**config.mk**
```make
export PLATFORM = sky130hd
export DESIGN_NAME = hcb_front
export DESIGN_NICKNAME = d
export VERILOG_FILES = /design/src/hcb_pkg.sv /design/src/hcb_front.sv
export SDC_FILE = /design/constraint.sdc
export NUM_CORES = 1
export LEC_CHECK = 0
export BUFFER_PORTS_ARGS = -buffer_cell sky130_fd_sc_hd__buf_2
export CAP_MARGIN = 20
export CORE_ASPECT_RATIO = 0.75
export CORE_MARGIN = 8
export CORE_UTILIZATION = 45
export DETAILED_ROUTE_END_ITERATION = 12
export PLACE_DENSITY = 0.79
export SETUP_SLACK_MARGIN = 0.02
export SYNTH_ARGS = -nofsm -noshare
export SYNTH_HDL_FRONTEND = slang
export SYNTH_SLANG_ARGS = --single-unit
```
**constraint.sdc**
```tcl
create_clock -name i_clk -period 1.76 [get_ports i_clk]
set_input_delay 0.44 -clock i_clk [delete_from_list [all_inputs] [get_ports i_clk]]
set_output_delay 0.44 -clock i_clk [all_outputs]
set_load 0.01 [all_outputs]
```
**src/hcb_pkg.sv**
```systemverilog
// Shared types and codes for the Huffman code builder.
package hcb_pkg;

    typedef enum logic [1:0] {
        OP_COUNT = 2'd0,
        OP_BUILD = 2'd1,
        OP_QUERY = 2'd2,
        OP_CLEAR = 2'd3
    } t_op;

    localparam logic [2:0] ST_OK        = 3'd0;
    localparam logic [2:0] ST_EMPTY     = 3'd1;
    localparam logic [2:0] ST_TOO_LONG  = 3'd2;
    localparam logic [2:0] ST_SATURATED = 3'd3;
    localparam logic [2:0] ST_NOT_BUILT = 3'd4;

    typedef struct packed {
        logic [1:0] op;
        logic [7:0] symbol;
    } t_in_item;

    typedef struct packed {
        logic [31:0] code_bits;
        logic [5:0]  code_length;
        logic        present;
        logic [2:0]  status;
    } t_out_item;

    typedef struct packed {
        t_op        op;
        logic [7:0] symbol;
    } t_cmd;

endpackage

```
**src/hcb_front.sv**
```systemverilog
// Input stage: accepts items, decodes the operation and queues commands.
module hcb_front import hcb_pkg::*; (
    input  logic     i_clk,
    input  logic     i_rst_n,
    input  logic     i_valid,
    output logic     o_stall,
    input  t_in_item i_data,
    output logic     o_cmd_valid,
    output t_cmd     o_cmd,
    input  logic     i_cmd_pop
);
    t_cmd       r_q [2];
    logic       r_wp;
    logic       r_rp;
    logic [1:0] r_cnt;
    logic       push;
    t_cmd       cmd_in;

    assign o_stall     = (r_cnt == 2'd2);
    assign push        = i_valid && !o_stall;
    assign o_cmd_valid = (r_cnt != 2'd0);
    assign o_cmd       = r_q[r_rp];

    always_comb begin
        cmd_in.op     = t_op'(i_data.op);
        cmd_in.symbol = i_data.symbol;
    end

    always_ff @(posedge i_clk) begin
        if (push) begin
            r_q[r_wp] <= cmd_in;
        end
    end

    always_ff @(posedge i_clk) begin
        if (!i_rst_n) begin
            r_wp  <= 1'b0;
            r_rp  <= 1'b0;
            r_cnt <= 2'd0;
        end else begin
            if (push) begin
                r_wp <= !r_wp;
            end
            if (i_cmd_pop) begin
                r_rp <= !r_rp;
            end
            r_cnt <= r_cnt + 2'(push) - 2'(i_cmd_pop);
        end
    end
endmodule

```
# Yosys cells after proc, flatten, opt, wreduce, memory -nomap -nowiden
# Memory sizes are Yosys's and may differ from the RTL's. A register that Yosys moved wholly into a read port is not among the register bits.
# Cells that the tools add are included.
[totals] wordCells=16 register_bits=4 mem_bits_rw=20 inputBits=14 n_memories=1 out_inout_bits=12
[op_classes] mux=4 n_reduce_logical=5 eq_ne=1 n_addsub=2
[memory_table] name="r_q" depth=2 word_bits=10 rd=1 rd_ports_with_merged_regs=1 wr=1 line_no="hcb_front.sv:12" source="t_cmd r_q [2];"
[op_table] cell="$mux W1" n=4
[op_table] cell="$logic_not A1 Y1" n=3
[op_table] cell="$add A2 B1 Y2" n=1
[op_table] cell="$eq A2 B2 Y1 const B" n=1
[op_table] cell="$reduce_bool A2 Y1" n=1
[op_table] cell="$sub A2 B1 Y2" n=1
[op_table] cell="$logic_and A1 B1 Y1" n=1

# Logic depth before layout (Yosys ltp)
# Gate-level depths: netlist (run 1).
[depth] ltp_word=5 mapped_depth=8 ltp_nobuf=8

# Least setup slack after synthesis (run 1)
# No wires, ideal clock.
[synth_timing] path_kind="register to register" start="reg r_cnt[0]" end="reg r_cnt[1]" setup_ns=0.115 t_required_ns=1.645 n_path_buf=0 period_less_slack_ns=1.445 slack_ns=0.315 t_arrival_ns=1.330 path_stages_with_launch=9 cell_sequence="dfxtp_1 nand2b_1 nand2_1 ha_1 inv_1 ha_1 xor2_1 xnor2_1 nor2_1"
[synth_between] elab_chain_cells=5
[synth_rtl] item="start: declaration" line_no="hcb_front.sv:15" source="logic [1:0] r_cnt;"
[synth_rtl] item="start signal: assignment" line_no="hcb_front.sv:47" source="r_cnt <= r_cnt + 2'(push) - 2'(i_cmd_pop);"
[synth_rtl] item="$eq A2 B2 Y1" line_no="hcb_front.sv:19" source="assign o_stall = (r_cnt == 2'd2);"
[synth_rtl] item="$logic_not A1 Y1" line_no="hcb_front.sv:20" source="assign push = i_valid && !o_stall;"
[synth_rtl] item="$logic_and A1 B1 Y1" line_no="hcb_front.sv:20"
[synth_rtl] item="$add A2 B1 Y2 *" line_no="hcb_front.sv:47"
[synth_rtl] item="$sub A2 B1 Y2 *" line_no="hcb_front.sv:47"
# Every way passes the cells marked *; elsewhere a longest branch is shown, timed or not.
# A chain may end at the register's enable or synchronous reset.

==> run metrics, run 1 <==
Arr. time, crit path 1270 ps; Seq/Total Area, Yosys about 74%; status finished clean; Worst Max-Slew Pin Slew around 470 ps; Tot Pwr 1.44 mW; DP HPWL 1.32 mm; Yosys reg bits 25; clk buf depth 2; area leader, netlist edfxtp_1; Async SR Flop Fraction 0%; Critical R2R Launch r_cnt[0]; Die W a little under 70 µm; most repeated library cell on the critical path buf_6; final net count approximately 110; sw power about 380 µW; Critical Path RT 1320 ps; Max Freq just under 600 MHz; row cnt 14; grt ovf 0; CTS Hold Bufs 0; initial antenna violation count 0; diodes inserted 0; final setup fails 0; Logic pwr share ~29%; drt total wl 1.72 mm; Num CTS Buffers 3; largest net degree at the start of global routing 15; PwrDens 1170 nW/µm²; Core Footprint roughly 2000 µm²; Final Hold Fails 0; share of layout cells above drive strength 1 between 50% and 60%; Flop pwr share 54.1%; minimum clock period roughly 1700 ps; vias per inst between 4 and 5; Cell Chain, Critical Path buf_6 -> mux2_2 -> buf_6; CP max stage cell dfxtp_2; Synth warnings 0; Buf/Inv on CP 2; H-tree Lvls 1; 1st-pass router iterations 4; wire per inst roughly 15 µm; Rel. slew slack just under 70%; synth top area cells edfxtp_1, mux2_2, dfxtp_1; Clock Sinks 25; Tot GR Track Use 9.11%; Mapped Area between 900 and 1000 µm²; worst skew pair latency approximately 310 ps; RSZ-0062 raised after global routing yes; share of the synthesized area in the top cell type 63.4%; # IOs 26; Synth cell types 15; Post-Syn Nets 72; die extent in y 55.7 µm; global-route wire length before repair about 2.7 mm; die footprint 3840 µm²; Synth Area per Inst 16.9 µm²; critical path class register to output pin; CTS tree yes; Layout Cells excl Fill 112; HP Start i_data[0]; Via Count about 530; DRC Markers 0; clk root buf clkbuf_4; Switching Fraction a little over a quarter; most frequent cell after synthesis edfxtp_1; iteration-0 DRC count of the detailed router 11; Mapped Cells between 50 and 60; Post-synth EDFFs 20; PortBufs 25; startpoint type of the worst setup path register; placed insts between 100 and 150; setup TNS 0 ps; initial core utilization between 40% and 50%; max_cap viols 0; Pint between 1 and 1.5 mW; clk slew on worst S/H paths roughly 130 ps; kind of cell adding the most delay to the critical path flip-flops; IR Drop Worst-Case VDD between 600 and 700 µV; Post-DRT Antenna Nets 0; Largest stage delay, worst path 370 ps; post-CTS setup buffer count 0; Layout area overhead 30.8%; crit-path max FO 6; Clk network pwr share 17.0%; most used flip-flop cell after synthesis edfxtp_1; Worst Hold Class input port to register; skew final approximately 3.4 ps; Final GP Congestion 0.668; Post-synth top cells edfxtp_1, mux2_2, dfxtp_1, nor2_1, inv_1; Max Slew Vio Count 0; vias in the first global route 572; leakage power about 0.52 nW; fin crit share a little over nine tenths; Worst setup EP type output pin
[flip-flops by register name, summed over array words and instances (netlist names), named ones only]
register  count
r_wp          1
r_rp          1
r_cnt         2
r_q          20
[layout make-up]
| cell class | instances | area (µm²) |
|---|---|---|
| fillers | 154 | 758 |
| flip-flops and latches | 25 | 702 |
| multi-input cells | 27 | 243 |
| repair buffers | 29 | 225 |
| well taps | 24 | 30.0 |
| clock buffers | 3 | 22.5 |
| inverters | 3 | 11.3 |
| clock inverters | 1 | 5.00 |
[power groups by stage]
stage	registers [mW]	logic (mW)	clock network, mW
after global placement	0.787	0.338	0
after global routing	0.792	0.455	0.284
after CTS	0.781	0.351	0.259
final	0.781	0.417	0.246
after floorplan	0.781	0.213	0
after detailed placement	0.793	0.348	0
[path summary, 6_finish.rpt]
kind	endpoint	slack, ps	cells past startpoint
max	o_cmd[7]	50	3
min	r_q[0][0]	310	1
max reg2reg	r_cnt[1]	200	8
min reg2reg	r_wp	520	2
[cell families (layout without fill, tap and decap cells)]
logic type | after synthesis | in the layout | share of synthesized area [%]
adder cells (fa/ha/maj) | 2 | 2 | 2.64
flip-flops | 25 | 25 | 74.0
XOR/XNOR | 3 | 3 | 2.77
multiplexers | 11 | 11 | 12.9
buffers and inverters | 4 | 36 | 1.98
AND/OR/NAND/NOR | 11 | 11 | 5.68
[per-stage QoR]
| stage | utilization, % | instance area (µm²) | setup slack (ps) | hold slack (ps) |
|---|---|---|---|---|
| final | 62.0 | 1240 | 53.0 | 309 |
| after global routing | 62.0 | 1240 | -11.9 | 281 |
| after CTS | 58.0 | 1160 | 18.7 | 298 |
| after detailed placement | 56.3 | 1120 | 177 | 499 |
| after global placement | 56.3 | 1120 | 225 | 472 |
| after floorplan | - | 947 | 315 | 455 |
[worst reg2reg max path: cells and delay by family, from the launching register on]
kind | cells | cell delay, ps
xor gates and xnor gates | 2 | 300
adders and majority gates | 2 | 460
buffers and inverters | 1 | 40
DFF | 1 | 360
and+or+nand+nor | 3 | 310
[routing by layer]
layer | up-vias | wire, µm | global-route usage (%)
li1 | 266 | - | -
met1 | 247 | 732 | 10.1
met2 | 19 | 822 | 15.0
met3 | 0 | 169 | 5.43
met4 | 0 | 0 | 0.857
met5 | - | 0 | 0
[placed cells by master, fill, tap and decap left out, drive strengths merged]
master	synthesis	routed
buf	1	29
edfxtp	20	20
mux2	10	10
dfxtp	5	5
nor2	4	4
inv	3	3
clkbuf	0	3
nand2b	2	2
nand2	2	2
xnor2	2	2
ha	2	2
or2	1	1
and3	1	1
and2	1	1
mux2i	1	1
xor2	1	1
clkinv	0	1
[what timing repair did]
| item | in CTS | in global routing |
|---|---|---|
| resized for setup | 2 | 15 |
| hold endpoints to repair | 0 | 0 |
| endpoints found under the setup margin | 9 | 10 |
(Power assumes the default switching activity.)
==> run 2, diff against run 1 <==
- ABC_AREA: unset -> 1
==> run 2 against run 1 <==
Effect of this change: fmax grew 1.1%; critical path depth unchanged; first-iteration DRC count up 64%; register-to-register slack better by 90 ps; design area shrank 1.7%; via count rose by 5.5%; area after synthesis up 4.9%; global-route usage is essentially flat; combinational power shrank 42%; count of clock-buffer cells in the layout unchanged; critical path type unchanged; highest routed layer is now met4.
==> run metrics, run 2 <==
Biggest register r_q; largest net degree at the start of global routing 16 (+1); area leader, netlist edfxtp_1; startpoint type of the worst setup path register; Layout area overhead 22.5%; Post-DRT Antenna Nets 0 (unchanged); Critical R2R Launch r_cnt[0]; post-CTS setup buffer count 0 (unchanged); final setup fails 0 (unchanged); placed insts 116 (+7.4%); drt total wl 1.71 mm (-0.52%); DP HPWL 1.37 mm (+3.7%); commonest non-fill, non-tap cells in the layout buf_2, edfxtp_1, mux2_4, nand2_1, inv_1; Arr. time, crit path 1250 ps (-20 ps); clk root buf clkbuf_4; Synth Area per Inst 15.3 µm² (-9.6%); share of layout cells above drive strength 1 44.8% (-6.3 points); PwrDens 1000 nW/µm² (-14%); Die W 70.3 µm (+1.9%); Logic pwr share 19.7% (-9.2 points); CP max stage cell dfxtp_2; Synth warnings 0 (unchanged); top flop regs r_q (20), r_cnt (2); sw power 308 µW (-20%); Switching Fraction 25.3% (-1.3 points); Max Slew Vio Count 0 (unchanged); most frequent cell after synthesis edfxtp_1; Rel. slew slack 72.3% (+3.7 points); PortBufs 25 (unchanged); max_cap viols 0 (unchanged); Mapped Cells 65 (+16%); most used flip-flop cell after synthesis edfxtp_1; Post-synth EDFFs 20 (unchanged); IR Drop Worst-Case VDD 592 µV (-7.5%); clk buf depth 2 (unchanged); Yosys reg bits 25 (unchanged); WHS 300 ps (-8.96 ps); Worst Hold Class input port to register; grt ovf 0 (unchanged); R2R Path End r_cnt[1]; Reg area 702 µm² (unchanged); Num CTS Buffers 3 (unchanged); Post-synth top cells edfxtp_1, mux2_4, nand2_1, inv_1, nor2_1; Multi-input gate area 255 µm² (+5.2%); Final GP Congestion 0.694 (+3.9%); CP Capture Point o_cmd[6]; Mapped Area 993 µm² (+4.9%); Worst setup EP type output pin; critical path class register to output pin; Flop pwr share 59.1% (+5.0 points); Buf/Inv on CP 2 (unchanged); wire per inst 14.3 µm (-7.2%); pre-CTS setup slack 228 ps (+51.3 ps); status finished clean; synth top area cells edfxtp_1, mux2_4, dfxtp_1; setup TNS 0 ps (unchanged); Clk network pwr share 21.2% (+4.2 points); initial antenna violation count 0 (unchanged); Via Count 561 (+5.5%); Clock Sinks 25 (unchanged); Layout Cells excl Fill 120 (+7.1%); CP Depth 3 (unchanged); RSZ-0062 raised after global routing yes; vias per inst 4.68 (-1.6%); row cnt 14 (unchanged); crit-path max FO 7 (+1); kind of cell adding the most delay to the critical path flip-flops; Pint 909 µW (-14%); skew final 6.04 ps (+2.67 ps); # IOs 26 (unchanged); Largest stage delay, worst path 370 ps (about the same); commonest non-fill, non-tap cell in the layout buf_2; Final Hold Fails 0 (unchanged); Cell Chain, Critical Path buf_8 -> mux2_4 -> buf_2; clk slew on worst S/H paths 140 ps (about the same); Core Footprint 2050 µm² (+2.6%); register-to-register path setup slack 290 ps (+90 ps); CTS Hold Bufs 0 (unchanged); initial core utilization 48.5% (+1.0 points); iteration-0 DRC count of the detailed router 18 (+7); placed inst area 1160 µm² (+3.1%); depth of the most critical reg-to-reg path 10 (+2); 1st-pass router iterations 4 (unchanged); leakage power 0.543 nW (+3.4%); filler instances 167 (+8.4%); final net count 113 (+7.6%); Max Freq 592 MHz (+1.1%); minimum clock period 1690 ps (-18.0 ps); H-tree Lvls 1 (unchanged); die footprint 3980 µm² (+3.6%); Design Area, Final 1220 µm² (-1.7%); CTS tree yes; Tot GR Track Use 9.14% (+0.028 points); diodes inserted 0 (unchanged); post-route worst setup slack 71.0 ps (+18.0 ps); die extent in y 56.7 µm (+1.7%); share of the synthesized area in the top cell type 60.5% (-3.0 points); Seq/Total Area, Yosys 70.5% (-3.4 points); Worst Max-Slew Pin Slew 415 ps (-56.0 ps); Synth cell types 10 (-5); DRC Markers 0 (unchanged); global-route wire length before repair 2.87 mm (+7.8%); max reg flops 20 (unchanged); vias in the first global route 629 (+10%); Critical Path RT 1320 ps (about the same); Post-Syn Nets 81 (+13%); fin crit share 96.0% (-1.0 points); worst skew pair latency 320 ps (about the same); Async SR Flop Fraction 0% (unchanged)
==> run 2: metrics by stage <==
stage / utilization [%] / total power [mW]
after floorplan: - / 0.875
after global placement: 56.6 / 0.952
after detailed placement: 56.6 / 0.966
after CTS: 58.3 / 1.23
after global routing: 59.4 / 1.29
final: 59.4 / 1.22
==> run 2: worst register-to-register path, stage by stage (launching register included) <==
cell,delay (ps)
dfxtp_1,360
inv_1,50
nand2_1,100
nand2_1,90
ha_1,280
inv_1,40
ha_1,180
inv_1,50
nand2_1,60
a21oi_1,120
nor2_1,60
==> run 2: cell families after synthesis <==
| kind of cell | Yosys count | synth area share (%) |
|---|---|---|
| AND/OR/NAND/NOR | 18 | 7.05 |
| AO/OA/AOI/OAI | 2 | 1.01 |
| buffers and inverters | 8 | 3.78 |
| adder cells (fa/ha/maj) | 2 | 2.52 |
| flip-flops | 25 | 70.5 |
| multiplexers | 10 | 15.1 |
==> run 2: layout make-up <==
type,instances,area share (%)
clock buffer,3,1.85
clock inverter,1,0.617
inverter,7,2.16
multi-input combinational,32,21.0
sequential,25,57.7
tap,24,2.47
timing repair buffer,28,14.3
==> run 2: power groups by stage <==
stage / clock network [mW] / logic (mW) / registers, mW
2_1_floorplan: 0 / 0.147 / 0.727
3_3_place_gp: 0 / 0.223 / 0.729
3_5_place_dp: 0 / 0.233 / 0.733
4_1_cts: 0.275 / 0.234 / 0.721
5_1_grt: 0.291 / 0.272 / 0.726
6_report: 0.258 / 0.240 / 0.720
==> run 2: metal layers <==
metal / global-route usage [%] / part of all wire (%) / up-vias
li1: - / - / 292
met1: 8.57 / 40 / 242
met2: 15.6 / 48 / 21
met3: 5.79 / 9.1 / 6
met4: 3.71 / 2.8 / 0
met5: 0 / 0 / -
==> run 2: how the worst min path moves through the flow <==
stage	start	depth (start not counted)	endpoint
5_1_grt	i_data[9]	1	r_q[0][9]
3_3_place_gp	r_rp	2	r_rp
4_1_cts	i_data[9]	1	r_q[0][9]
6_report	i_data[9]	1	r_q[0][9]
3_5_place_dp	r_rp	2	register
2_1_floorplan	r_rp	2	register
==> run 2: repair_timing <==
item | in CTS | in global routing
resized for setup | 2 | 5
endpoints found under the setup margin | 7 | 6
pin swaps | 0 | 0
==> run 3, diff against run 2 <==
- PLACE_DENSITY: 0.79 -> 0.71
==> run 3 against run 2 <==
Effect of this change: clock skew shrank 3.9 ps; critical endpoint is now o_cmd[7]; global-route usage shrank 0.080 points; count of clock-buffer cells in the layout grew 1; routed wire length shrank 4.4%; register-to-register slack lost 70 ps.
==> run metrics, run 3 (same netlist as run 2, synthesis figures left out) <==
largest net degree at the start of global routing 14 (-2); clk root buf clkbuf_4; top flop regs r_q (20), r_cnt (2); commonest non-fill, non-tap cell in the layout edfxtp_1; global-route wire length before repair 2.88 mm (+0.49%); Metal-1 WL 761 µm (+12%); Critical Path RT 1320 ps (about the same); Worst setup EP type output pin; Post-DRT Antenna Nets 0 (unchanged); worst skew pair latency 300 ps (-20 ps); register-to-register path setup slack 220 ps (-70 ps); vias per inst 4.68 (about the same); fin crit share 95.6% (-0.41 points); Core Util, Final 60.5% (+1.1 points); metal3 WL 100 µm (-36%); Cell Chain, Critical Path buf_6 -> mux2_4 -> buf_2; PortBufs 25 (unchanged); crit-path max FO 5 (-2); met2 WL 750 µm (-9.5%); die extent in y 56.7 µm (unchanged); skew final 2.12 ps (-3.92 ps); Final Hold Fails 0 (unchanged); clk slew on worst S/H paths 120 ps (-20 ps); minimum clock period 1680 ps (-7.19 ps); R2R Path End r_cnt[1]; Via Count 566 (+0.89%); final net count 114 (+0.88%); row cnt 14 (unchanged); Final GP Congestion 0.699 (+0.69%); kind of cell adding the most delay to the critical path flip-flops; DRC Markers 0 (unchanged); Num CTS Buffers 3 (unchanged); uppermost layer routed met4; # IOs 26 (unchanged); Die W 70.3 µm (unchanged); iteration-0 DRC count of the detailed router 16 (-2); Layout area overhead 24.8%; CTS tree yes; placed insts 116 (unchanged); IR Drop Worst-Case VDD 562 µV (-5.0%); Largest stage delay, worst path 370 ps (about the same); DP HPWL 1.26 mm (-7.8%); setup TNS 0 ps (unchanged); placed inst area 1160 µm² (unchanged); max_cap viols 0 (unchanged); die footprint 3980 µm² (unchanged); CTS Hold Bufs 0 (unchanged); Biggest register r_q; CP Depth 3 (unchanged); Tot GR Track Use 9.06% (-0.080 points); critical path class register to output pin; HP Start i_data[2]; initial core utilization 48.5% (unchanged); Arr. time, crit path 1240 ps (about the same); CP Capture Point o_cmd[7]; depth of the most critical reg-to-reg path 10 (unchanged); max reg flops 20 (unchanged); diodes inserted 0 (unchanged); initial antenna violation count 0 (unchanged); Clock Sinks 25 (unchanged); leakage power 0.555 nW (+2.3%); RSZ-0062 raised after global routing no; Layout Cells excl Fill 121 (+0.83%); vias in the first global route 616 (-2.1%); commonest non-fill, non-tap cells in the layout edfxtp_1, buf_2, mux2_4, nand2_1, buf_6; Design Area, Final 1240 µm² (+1.8%); share of layout cells above drive strength 1 44.3% (-0.46 points); startpoint type of the worst setup path register; Critical R2R Launch r_cnt[0]; status finished clean; clk buf depth 2 (unchanged); Max Slew Vio Count 0 (unchanged); grt ovf 0 (unchanged); Rel. slew slack 74.4% (+2.0 points); wire per inst 13.5 µm (-5.2%); Worst Max-Slew Pin Slew 384 ps (-30.4 ps); drt total wl 1.64 mm (-4.4%); H-tree Lvls 1 (unchanged); Buf/Inv on CP 2 (unchanged); CP max stage cell dfxtp_2; Max Freq 595 MHz (+0.43%); Core Footprint 2050 µm² (unchanged); 1st-pass router iterations 3 (-1); Worst Hold Class input port to register; PwrDens 982 nW/µm² (-1.8%); final setup fails 0 (unchanged)
==> run 3: cell types whose count changed in the layout (fill, tap and decap cells not counted) <==
cell	before	now
clkinvlp_4	1	0
buf_2	22	19
buf_6	3	8
clkbuf_1	0	1
buf_8	1	0
==> run 3: cell type report <==
| cell class | instances | area (µm²) |
|---|---|---|
| flip-flops and latches | 25 | 702 |
| repair buffers | 29 | 200 |
| fillers | 173 | 810 |
| multi-input cells | 32 | 255 |
| inverters | 7 | 26.3 |
| clock buffers | 4 | 26.3 |
| well taps | 24 | 30.0 |
==> run 3: worst min path at each step <==
stage / cells past startpoint / to / slack [ps]
global route: 1 / r_q[1][6] / 290
finish: 1 / r_q[0][2] / 310
detailed placement: 2 / register / 490
global placement: 2 / r_rp / 470
floorplan: 2 / register / 460
CTS: 1 / r_q[0][2] / 300
==> run 3: metrics by stage <==
stage,worst slack [ps],total power [mW],hold slack [ps]
after floorplan,396,0.875,463
after global placement,298,0.955,475
after detailed placement,235,0.965,485
after CTS,15.8,1.21,303
after global routing,21.1,1.29,293
final,78.1,1.22,315
==> run 3: per-layer routing <==
layer | vias to the layer above | GRT usage [%]
met5 | - | 0
met4 | 0 | 4.29
met3 | 2 | 4.21
met2 | 16 | 15.1
met1 | 259 | 9.48
li1 | 289 | -
==> run 3: power by group <==
| group | total (mW) | internal, mW | switching, mW |
|---|---|---|---|
| combinational | 0.257 | 0.134 | 0.122 |
| clock | 0.241 | 0.0884 | 0.153 |
| sequential | 0.719 | 0.700 | 0.0192 |
==> run 3: timing repair <==
| item | in CTS | in global routing |
|---|---|---|
| endpoints found under the hold margin | 0 | 0 |
| buffers inserted | 0 | 0 |
| gates cloned | 0 | 1 |
| gates resized for setup | 1 | 11 |
| endpoints found under the setup margin | 10 | 10 |
